**config.mk**
```make
export PLATFORM = sky130hd
export DESIGN_NAME = overwriting_ring_with_offset_lookup_top_flat
export DESIGN_NICKNAME = d
export VERILOG_FILES = /design/src/hw/rtl/owring_pkg.sv /design/src/hw/rtl/owring_item_if.sv /design/src/hw/rtl/owring_result_if.sv /design/src/hw/rtl/owring_ram.sv /design/src/hw/rtl/overwriting_ring_with_offset_lookup_top.sv /design/src/flat_wrapper.sv
export SDC_FILE = /design/constraint.sdc
export NUM_CORES = 1
export LEC_CHECK = 0
export BUFFER_PORTS_ARGS = -buffer_cell sky130_fd_sc_hd__buf_2
export CORE_ASPECT_RATIO = 1.2
export CORE_MARGIN = 2
export CORE_UTILIZATION = 55
export CTS_BUF_LIST = sky130_fd_sc_hd__clkbuf_4 sky130_fd_sc_hd__clkbuf_8
export CTS_CLUSTER_SIZE = 24
export DETAILED_ROUTE_END_ITERATION = 6
export GPL_ROUTABILITY_DRIVEN = 1
export PLACE_DENSITY_LB_ADDON = 0.12
export SYNTH_ARGS = -nofsm -noshare
export SYNTH_HDL_FRONTEND = slang
export SYNTH_SLANG_ARGS = --single-unit
export TNS_END_PERCENT = 100
```
**constraint.sdc**
```tcl
create_clock -name clk -period 14.4 [get_ports clk]
set_clock_uncertainty 0.05 [all_clocks]
set_input_delay 2.88 -clock clk [delete_from_list [all_inputs] [get_ports clk]]
set_output_delay 2.88 -clock clk [all_outputs]
set_load 0.01 [all_outputs]
```
**src/hw/rtl/owring_pkg.sv**
```systemverilog
// ----------------------------------------------------------------------------
// owring_pkg: shared types and constants for the overwriting ring
// Holds the sequencer states, the operation codes and the fixed field widths.
// ----------------------------------------------------------------------------
package owring_pkg;

  // Fixed field widths
  localparam int unsigned HANDLE_W = 32;
  localparam int unsigned SIZE_W   = 16;
  localparam int unsigned OFFSET_W = 20;
  localparam int unsigned TOTAL_W  = 20;
  localparam int unsigned SLOTNO_W = 4;

  // Largest reportable byte total
  localparam logic [TOTAL_W-1:0] TOTAL_MAX = '1;

  // Operation codes carried in func
  typedef enum logic {
    FUNC_ADD  = 1'b0,
    FUNC_FIND = 1'b1
  } func_t;

  // Sequencer states
  typedef enum logic [2:0] {
    ST_IDLE,
    ST_ADD,
    ST_WALK,
    ST_HANDLE,
    ST_DONE
  } state_t;

endpackage

```
**src/hw/rtl/owring_item_if.sv**
```systemverilog
// ----------------------------------------------------------------------------
// owring_item_if: input channel of the overwriting ring
// Valid/ready channel carrying one add or find request per beat.
// ----------------------------------------------------------------------------
interface owring_item_if;
  import owring_pkg::*;

  logic                valid;
  logic                ready;
  logic                func;
  logic [HANDLE_W-1:0] entry_handle;
  logic [SIZE_W-1:0]   entry_size;
  logic [OFFSET_W-1:0] byte_offset;

  modport source (
    output valid, func, entry_handle, entry_size, byte_offset,
    input  ready
  );

  modport sink (
    input  valid, func, entry_handle, entry_size, byte_offset,
    output ready
  );

endinterface

```
**src/hw/rtl/owring_result_if.sv**
```systemverilog
// ----------------------------------------------------------------------------
// owring_result_if: output channel of the overwriting ring
// Valid/ready channel carrying one result per beat.
// ----------------------------------------------------------------------------
interface owring_result_if;
  import owring_pkg::*;

  logic                valid;
  logic                ready;
  logic                found;
  logic [SLOTNO_W-1:0] slot_index;
  logic [HANDLE_W-1:0] found_handle;
  logic [SIZE_W-1:0]   byte_in_entry;
  logic                evicted_valid;
  logic [HANDLE_W-1:0] evicted_handle;
  logic [TOTAL_W-1:0]  total_bytes;

  modport source (
    output valid, found, slot_index, found_handle, byte_in_entry,
           evicted_valid, evicted_handle, total_bytes,
    input  ready
  );

  modport sink (
    input  valid, found, slot_index, found_handle, byte_in_entry,
           evicted_valid, evicted_handle, total_bytes,
    output ready
  );

endinterface

```
**src/hw/rtl/owring_ram.sv**
```systemverilog
// ----------------------------------------------------------------------------
// owring_ram: generic simple dual-port RAM
// One write port and one read port; read data is registered.
// ----------------------------------------------------------------------------
module owring_ram #(
  parameter int unsigned WIDTH = 32,
  parameter int unsigned DEPTH = 16
) (
  input  logic                     clk,
  input  logic                     we,
  input  logic [$clog2(DEPTH)-1:0] waddr,
  input  logic [WIDTH-1:0]         wdata,
  input  logic [$clog2(DEPTH)-1:0] raddr,
  output logic [WIDTH-1:0]         rdata
);

  logic [WIDTH-1:0] mem [DEPTH];

  // Write port
  always_ff @(posedge clk) begin
    if (we) begin
      mem[waddr] <= wdata;
    end
  end

  // Registered read port
  always_ff @(posedge clk) begin
    rdata <= mem[raddr];
  end

endmodule

```
**src/hw/rtl/overwriting_ring_with_offset_lookup_top.sv**
```systemverilog
// ----------------------------------------------------------------------------
// overwriting_ring_with_offset_lookup_top: ring of handle/length slots
// An add beat passes through ST_ADD, which writes its slot, and ST_DONE,
// which loads the result. A find beat walks the slots in ST_WALK from the
// read index until a hit or the end of the filled ring, fetches the handle
// in ST_HANDLE on a hit and loads the result in ST_DONE; a find on an empty
// ring goes straight to ST_DONE. The walk reads one slot size per cycle from
// the size RAM read port and adds it in a single shared accumulator. The
// result sits in an output register. A new beat is accepted no earlier than
// the cycle after the previous result is loaded there, so the block takes no
// new beat while one is in flight, including while its result waits to load.
// Sizes of slots not yet written read as zero through the fill position of
// the ring, so no clearing pass is needed after reset.
// ----------------------------------------------------------------------------
module overwriting_ring_with_offset_lookup_top #(
  parameter int unsigned SLOTS = 16
) (
  input  logic            clk,
  input  logic            rst,
  owring_item_if.sink     item,
  owring_result_if.source result
);
  import owring_pkg::*;

  localparam int unsigned IDX_W = $clog2(SLOTS);
  localparam int unsigned CNT_W = $clog2(SLOTS + 1);
  localparam int unsigned SUM_W = SIZE_W + IDX_W;
  localparam int unsigned CMP_W = (SUM_W > OFFSET_W) ? SUM_W : OFFSET_W;

  function automatic logic [IDX_W-1:0] next_slot(input logic [IDX_W-1:0] i);
    logic [IDX_W-1:0] r;
    if (i == IDX_W'(SLOTS - 1)) r = '0;
    else                        r = i + IDX_W'(1);
    return r;
  endfunction

  // Control state
  state_t            state, state_next;
  logic [IDX_W-1:0]  write_index, read_index;
  logic              ring_full;
  logic [SUM_W-1:0]  stored_bytes;

  // Latched request
  logic                op;
  logic [HANDLE_W-1:0] req_handle;
  logic [SIZE_W-1:0]   req_size;
  logic [OFFSET_W-1:0] req_offset;

  // Walk registers
  logic [IDX_W-1:0]  cur, cur_d;
  logic [CNT_W-1:0]  steps;
  logic [SUM_W-1:0]  cum;

  // Pending result
  logic                res_found;
  logic [SLOTNO_W-1:0] res_slot;
  logic [HANDLE_W-1:0] res_handle;
  logic [SIZE_W-1:0]   res_byte;
  logic                res_ev_valid;
  logic [HANDLE_W-1:0] res_ev_handle;

  // RAM ports
  logic [IDX_W-1:0]    size_raddr, hdl_raddr;
  logic [SIZE_W-1:0]   size_rdata;
  logic [HANDLE_W-1:0] hdl_rdata;
  logic                ram_we;

  logic                accept, empty, out_free, hit, walk_end;
  logic [CMP_W-1:0]    cum_sum, off_ext, byte_diff;
  logic [SIZE_W-1:0]   old_size;
  logic [IDX_W-1:0]    wi_next, ri_next;
  logic [CMP_W-1:0]    total_ext;

  owring_ram #(.WIDTH(SIZE_W), .DEPTH(SLOTS)) u_size_ram (
    .clk   (clk),
    .we    (ram_we),
    .waddr (write_index),
    .wdata (req_size),
    .raddr (size_raddr),
    .rdata (size_rdata)
  );

  owring_ram #(.WIDTH(HANDLE_W), .DEPTH(SLOTS)) u_handle_ram (
    .clk   (clk),
    .we    (ram_we),
    .waddr (write_index),
    .wdata (req_handle),
    .raddr (hdl_raddr),
    .rdata (hdl_rdata)
  );

  // Handshake and shared datapath terms
  assign item.ready = (state == ST_IDLE);
  assign accept     = item.valid && item.ready;
  assign empty      = (write_index == read_index) && !ring_full;
  assign out_free   = !result.valid || result.ready;
  assign ram_we     = (state == ST_ADD);

  assign off_ext   = CMP_W'(req_offset);
  assign cum_sum   = CMP_W'(cum) + CMP_W'(size_rdata);
  assign byte_diff = off_ext - CMP_W'(cum);
  assign hit       = cum_sum > off_ext;
  assign walk_end  = (next_slot(cur_d) == write_index) || (steps == CNT_W'(SLOTS - 1));

  // The slot at the write index holds data only once the ring is full
  assign old_size = ring_full ? size_rdata : '0;
  assign wi_next  = next_slot(write_index);
  assign ri_next  = ring_full ? next_slot(read_index) : read_index;

  // RAM read addresses
  always_comb begin
    size_raddr = cur;
    hdl_raddr  = write_index;
    unique case (state)
      ST_IDLE: size_raddr = (item.func == FUNC_FIND) ? read_index : write_index;
      ST_WALK: hdl_raddr  = cur_d;
      default: ;
    endcase
  end

  // Next-state logic
  always_comb begin
    state_next = state;
    unique case (state)
      ST_IDLE: begin
        if (accept) begin
          if (item.func == FUNC_ADD) state_next = ST_ADD;
          else if (empty)            state_next = ST_DONE;
          else                       state_next = ST_WALK;
        end
      end
      ST_ADD: state_next = ST_DONE;
      ST_WALK: begin
        if (hit)           state_next = ST_HANDLE;
        else if (walk_end) state_next = ST_DONE;
      end
      ST_HANDLE: state_next = ST_DONE;
      ST_DONE: begin
        if (out_free) state_next = ST_IDLE;
      end
      default: state_next = ST_IDLE;
    endcase
  end

  // State and ring control registers
  always_ff @(posedge clk) begin
    if (rst) begin
      state        <= ST_IDLE;
      write_index  <= '0;
      read_index   <= '0;
      ring_full    <= 1'b0;
      stored_bytes <= '0;
    end else begin
      state <= state_next;
      if (state == ST_ADD) begin
        write_index  <= wi_next;
        read_index   <= ri_next;
        ring_full    <= ring_full || (wi_next == ri_next);
        stored_bytes <= stored_bytes - SUM_W'(old_size) + SUM_W'(req_size);
      end
    end
  end

  // Request latch, walk and pending result
  always_ff @(posedge clk) begin
    unique case (state)
      ST_IDLE: begin
        if (accept) begin
          op            <= item.func;
          req_handle    <= item.entry_handle;
          req_size      <= item.entry_size;
          req_offset    <= item.byte_offset;
          cur_d         <= read_index;
          cur           <= next_slot(read_index);
          steps         <= '0;
          cum           <= '0;
          res_found     <= 1'b0;
          res_slot      <= '0;
          res_handle    <= '0;
          res_byte      <= '0;
          res_ev_valid  <= 1'b0;
          res_ev_handle <= '0;
        end
      end
      ST_ADD: begin
        res_ev_valid  <= ring_full;
        res_ev_handle <= ring_full ? hdl_rdata : '0;
      end
      ST_WALK: begin
        if (hit) begin
          res_found <= 1'b1;
          res_slot  <= SLOTNO_W'(cur_d);
          res_byte  <= byte_diff[SIZE_W-1:0];
        end else begin
          cum   <= cum_sum[SUM_W-1:0];
          cur_d <= cur;
          cur   <= next_slot(cur);
          steps <= steps + CNT_W'(1);
        end
      end
      ST_HANDLE: res_handle <= hdl_rdata;
      default: ;
    endcase
  end

  // Byte total widened for the saturating compare
  assign total_ext = CMP_W'(stored_bytes);

  // Output register
  always_ff @(posedge clk) begin
    if (rst) begin
      result.valid <= 1'b0;
    end else if (state == ST_DONE && out_free) begin
      result.valid <= 1'b1;
    end else if (result.ready) begin
      result.valid <= 1'b0;
    end
  end

  always_ff @(posedge clk) begin
    if (state == ST_DONE && out_free) begin
      result.found          <= res_found;
      result.slot_index     <= res_slot;
      result.found_handle   <= res_handle;
      result.byte_in_entry  <= res_byte;
      result.evicted_valid  <= (op == FUNC_ADD) && res_ev_valid;
      result.evicted_handle <= res_ev_handle;
      result.total_bytes    <= (total_ext > CMP_W'(TOTAL_MAX)) ? TOTAL_MAX
                                                               : total_ext[TOTAL_W-1:0];
    end
  end

endmodule
```
**src/flat_wrapper.sv**
```systemverilog
// flat-port wrapper written by rule: the top's interface ports become plain ports
module overwriting_ring_with_offset_lookup_top_flat import owring_pkg::*;
#(
  parameter int unsigned SLOTS = 16
)
  (clk, rst, item_valid, item_func, item_entry_handle, item_entry_size, item_byte_offset, item_ready, result_valid, result_found, result_slot_index, result_found_handle, result_byte_in_entry, result_evicted_valid, result_evicted_handle, result_total_bytes, result_ready);
  owring_item_if item_i ();
  owring_result_if result_i ();
  input  logic clk;
  input  logic rst;
  input wire logic [$bits(item_i.valid)-1:0] item_valid;
  input wire logic [$bits(item_i.func)-1:0] item_func;
  input wire logic [$bits(item_i.entry_handle)-1:0] item_entry_handle;
  input wire logic [$bits(item_i.entry_size)-1:0] item_entry_size;
  input wire logic [$bits(item_i.byte_offset)-1:0] item_byte_offset;
  output wire logic [$bits(item_i.ready)-1:0] item_ready;
  output wire logic [$bits(result_i.valid)-1:0] result_valid;
  output wire logic [$bits(result_i.found)-1:0] result_found;
  output wire logic [$bits(result_i.slot_index)-1:0] result_slot_index;
  output wire logic [$bits(result_i.found_handle)-1:0] result_found_handle;
  output wire logic [$bits(result_i.byte_in_entry)-1:0] result_byte_in_entry;
  output wire logic [$bits(result_i.evicted_valid)-1:0] result_evicted_valid;
  output wire logic [$bits(result_i.evicted_handle)-1:0] result_evicted_handle;
  output wire logic [$bits(result_i.total_bytes)-1:0] result_total_bytes;
  input wire logic [$bits(result_i.ready)-1:0] result_ready;
  assign item_i.valid = item_valid;
  assign item_i.func = item_func;
  assign item_i.entry_handle = item_entry_handle;
  assign item_i.entry_size = item_entry_size;
  assign item_i.byte_offset = item_byte_offset;
  assign item_ready = item_i.ready;
  assign result_valid = result_i.valid;
  assign result_found = result_i.found;
  assign result_slot_index = result_i.slot_index;
  assign result_found_handle = result_i.found_handle;
  assign result_byte_in_entry = result_i.byte_in_entry;
  assign result_evicted_valid = result_i.evicted_valid;
  assign result_evicted_handle = result_i.evicted_handle;
  assign result_total_bytes = result_i.total_bytes;
  assign result_i.ready = result_ready;
  overwriting_ring_with_offset_lookup_top #(.SLOTS(SLOTS)) u_core (.clk(clk), .rst(rst), .item(item_i), .result(result_i));
endmodule
```
==> results.txt <==
Share of post-route cells with drive strength above 1 - 18.0%
Die extent in x - 269 um
DRT Pass-1 Iters - 5
Fillcell total - 6,297
Final #Nets - 3,424
Comb power frac - 19.4%
Post-Syn Area - 0.0462 mm2
Crit path kind - flop to flop
Sequential power share - 49.7%
Count of cell types in the netlist - 70
Slew HR - 27.4%
Final TNS setup - 0 ns
P_leak - 18.2 nW
Clock network fraction of total power - 30.9%
Crit Path Max Fanout - 21
I/O pins - 181
Initial Util - 55.4%
Outcome - finished clean
Clock latency on the worst-skew pair - 0.82 ns
CTS sink cnt - 1,143
Power Dens Cells - 165 mW/mm2
First-pass GRT wire length - 153,000 um
Crit end category - flop
RD Place Congestion - 0.853
Final min period - 5.08 ns
Synth top area share - 69.0%
Final slew viol count - 0
Initial antenna violation count - 6
Area growth syn-to-layout - 11.7%
Crit start category - flop
Total Die Area - 0.0863 mm2
Psw - 2.45 mW
Non-Filler Instances - 4,522
Total number of vias - 26,100
Critical Path RT - 14.79 ns
Detailed placement HPWL - 56,300 um
FP Rows - 116
Final setup viols - 0
CTS tree - done
Synth Register Bits - 1,143
Max-cap viol count - 0
Sw frac - 28.7%
RSZ-0062 raised after global routing - no
Setup Fix Bufs, Post-CTS - 0
Fmax achieved - 197 MHz
Worst-margin pin slew - 1.08 ns
CTS H-tree depth - 4
Post-Syn Instances - 3,045
Post-synth EDFFs - 1,062
Syn Area/Cell - 15.2 um2
CTS hold repair buffers - 0
Fraction of registers with async set/reset - 0%
Clock-pin slew on the worst setup and hold paths - 0.06 ns
Clock buffer depth - 3
Number of global-route vias before repair - 25,800
Grt ovf - 0
Vias per cell - 5.77
Synth Flop Type - edfxtp_1
Num CTS Buffers - 172
# DRC - 0
Multi-input gate area - 0.0115 mm2
CTS resizes - 0
Placed insts - 4,199
Sequential share of the synthesized area - 72.5%
Core Area - 0.0833 mm2
Antenna Nets Post-Route - 0
Clock Tree Root - clkbuf_8
Synth top area cells - edfxtp_1, dfxtp_1, mux4_2, a211oi_1, nand2_1
Sequential cell area - 0.0335 mm2
Tcrit/Tclk final - 35.3%
Fin. Hold Viols - 0
Syn Nets - 3,217
VDD IR max - 0.0000803 V
GRT Total Usage - 23.8%
Number of port buffers - 180
Ys Warns - 0
Area leader, netlist - edfxtp_1
CP arrival - 5.47 ns
Total Wirelength - 102,000 um
Routed WL per cell - 22.5 um
Internal power - 6.06 mW
Die height - 321 um
Largest net degree at the start of global routing - 200
Hold Path Class - flop to flop
DRT iter0 DRCs - 2,427
registers in the layout, indices dropped and copies added, names as in the netlist, 5 cells and up:
signal	cells
u_core.u_size_ram.rdata	16
u_core.u_size_ram.mem	256
u_core.steps	5
u_core.req_size	16
u_core.result.byte_in_entry	16
u_core.result.total_bytes	20
u_core.res_ev_handle	32
u_core.cum	20
u_core.res_handle	32
u_core.result.found_handle	32
u_core.u_handle_ram.mem	512
u_core.result.evicted_handle	32
u_core.off_ext	20
u_core.req_handle	32
u_core.stored_bytes	20
u_core.res_byte	16
u_core.u_handle_ram.rdata	32
metal layers:
metal	part of all wire [%]	GRT usage, %
met2	48	37.8
met1	43	33.7
met3	7.3	4.61
met5	0.013	0
met4	1.8	6.80
cell usage after synthesis (all sizes together) (7+ instances only):
| cell | count |
|---|---|
| nand2b | 9 |
| dfxtp | 81 |
| a211oi | 187 |
| ha | 81 |
| nor3 | 25 |
| nand2 | 343 |
| a21o | 18 |
| buf | 76 |
| o21a | 12 |
| nor4 | 7 |
| a21oi | 139 |
| mux2i | 25 |
| xnor2 | 34 |
| clkbuf | 114 |
| inv | 123 |
| o21ai | 31 |
| and3 | 39 |
| nor2b | 25 |
| o21bai | 8 |
| nor2 | 73 |
| and2 | 198 |
| xor2 | 24 |
| fa | 18 |
| mux4 | 64 |
| a311oi | 65 |
| a31oi | 75 |
| nand3 | 14 |
| edfxtp | 1062 |
critical path: stages (launching register included):
cell and delay [ns]:
edfxtp_1 0.48, ha_1 0.31, a21o_1 0.17, a21oi_1 0.27, nor2_1 0.07, a21o_1 0.21, or3_1 0.40, a41oi_1 0.39
xnor2_1 0.12, ha_1 0.30, nand4_1 0.16, nor3_1 0.33, o2111ai_1 0.17, a31oi_1 0.42, nand2_1 0.16, nand2_1 0.67
worst paths after layout:
check / startpoint / end / slack (ns) / cells past startpoint
max reg2reg: u_core.cum[1]$_SDFFCE_PN0P_ / u_core.res_byte[14]$_SDFFCE_PN0P_ / 9.32 / 15
min: u_core.res_handle[0]$_SDFFCE_PN0P_ / u_core.result.found_handle[0]$_DFFE_PP_ / 0.36 / 0
min reg2reg: u_core.res_handle[0]$_SDFFCE_PN0P_ / u_core.result.found_handle[0]$_DFFE_PP_ / 0.36 / 0
max: u_core.cum[1]$_SDFFCE_PN0P_ / u_core.res_byte[14]$_SDFFCE_PN0P_ / 9.32 / 15
cells by family (layout without fill, tap and decap cells):
kind of cell | Yosys count | count (layout) | synth area share, %
DFF | 1143 | 1143 | 72.5
and+or+nand+nor | 759 | 759 | 8.00
AOI/OAI and AO/OA | 582 | 582 | 8.64
adders and majority gates | 99 | 99 | 2.97
other | 0 | 1 | 0
buffers and inverters | 313 | 668 | 3.02
muxes | 91 | 91 | 3.72
xor gates and xnor gates | 58 | 58 | 1.10
cells in the final DEF, fill, tap and decap left out, types with 20 or more instances in the layout:
cell type  instances
mux4_2            64
ha_1              81
o21ai_0           26
clkbuf_8         193
mux2i_1           25
and2_1           198
a21oi_1          135
xnor2_1           34
clkinv_2          24
a311oi_1          65
nor2_1            61
dfxtp_1           81
clkinv_1          33
clkbuf_4          62
buf_2            180
edfxtp_1        1062
xor2_1            24
nor2b_1           25
nand2_1          343
and3_1            38
nor3_1            20
buf_4             41
a211oi_1         187
inv_1            121
a31oi_1           75
power groups by stage:
stage	registers (mW)	clock network [mW]	logic, mW
3_5_place_dp	4.29	0	1.66
5_1_grt	4.26	2.83	1.85
3_3_place_gp	4.27	0	1.62
4_1_cts	4.22	2.69	1.67
2_1_floorplan	4.19	0	1.26
6_report	4.23	2.63	1.65
metrics by stage:
| step | hold slack [ns] | area (um2) | total power, mW | worst slack [ns] | utilization (%) |
|---|---|---|---|---|---|
| 2_1_floorplan | 0.350 | 46200 | 5.44 | 8.37 | - |
| 3_3_place_gp | 0.352 | 48100 | 5.89 | 8.58 | 57.8 |
| 3_5_place_dp | 0.355 | 48100 | 5.95 | 8.53 | 57.8 |
| 4_1_cts | 0.365 | 51600 | 8.57 | 9.25 | 62.0 |
| 5_1_grt | 0.374 | 51600 | 8.93 | 8.83 | 62.0 |
| 6_report | 0.362 | 51600 | 8.51 | 9.32 | 62.0 |
final cells by class:
class                   count  share of cell area [%]
repair buffers            223                    2.42
clock buffers             255                    6.05
diodes                      1                 0.00485
well taps                1121                    2.72
multi-input cells        1589                    22.3
clock inverters            67                   0.725
inverters                 123                   0.902
flip-flops and latches   1143                    64.9
(Power assumes the default switching activity.)
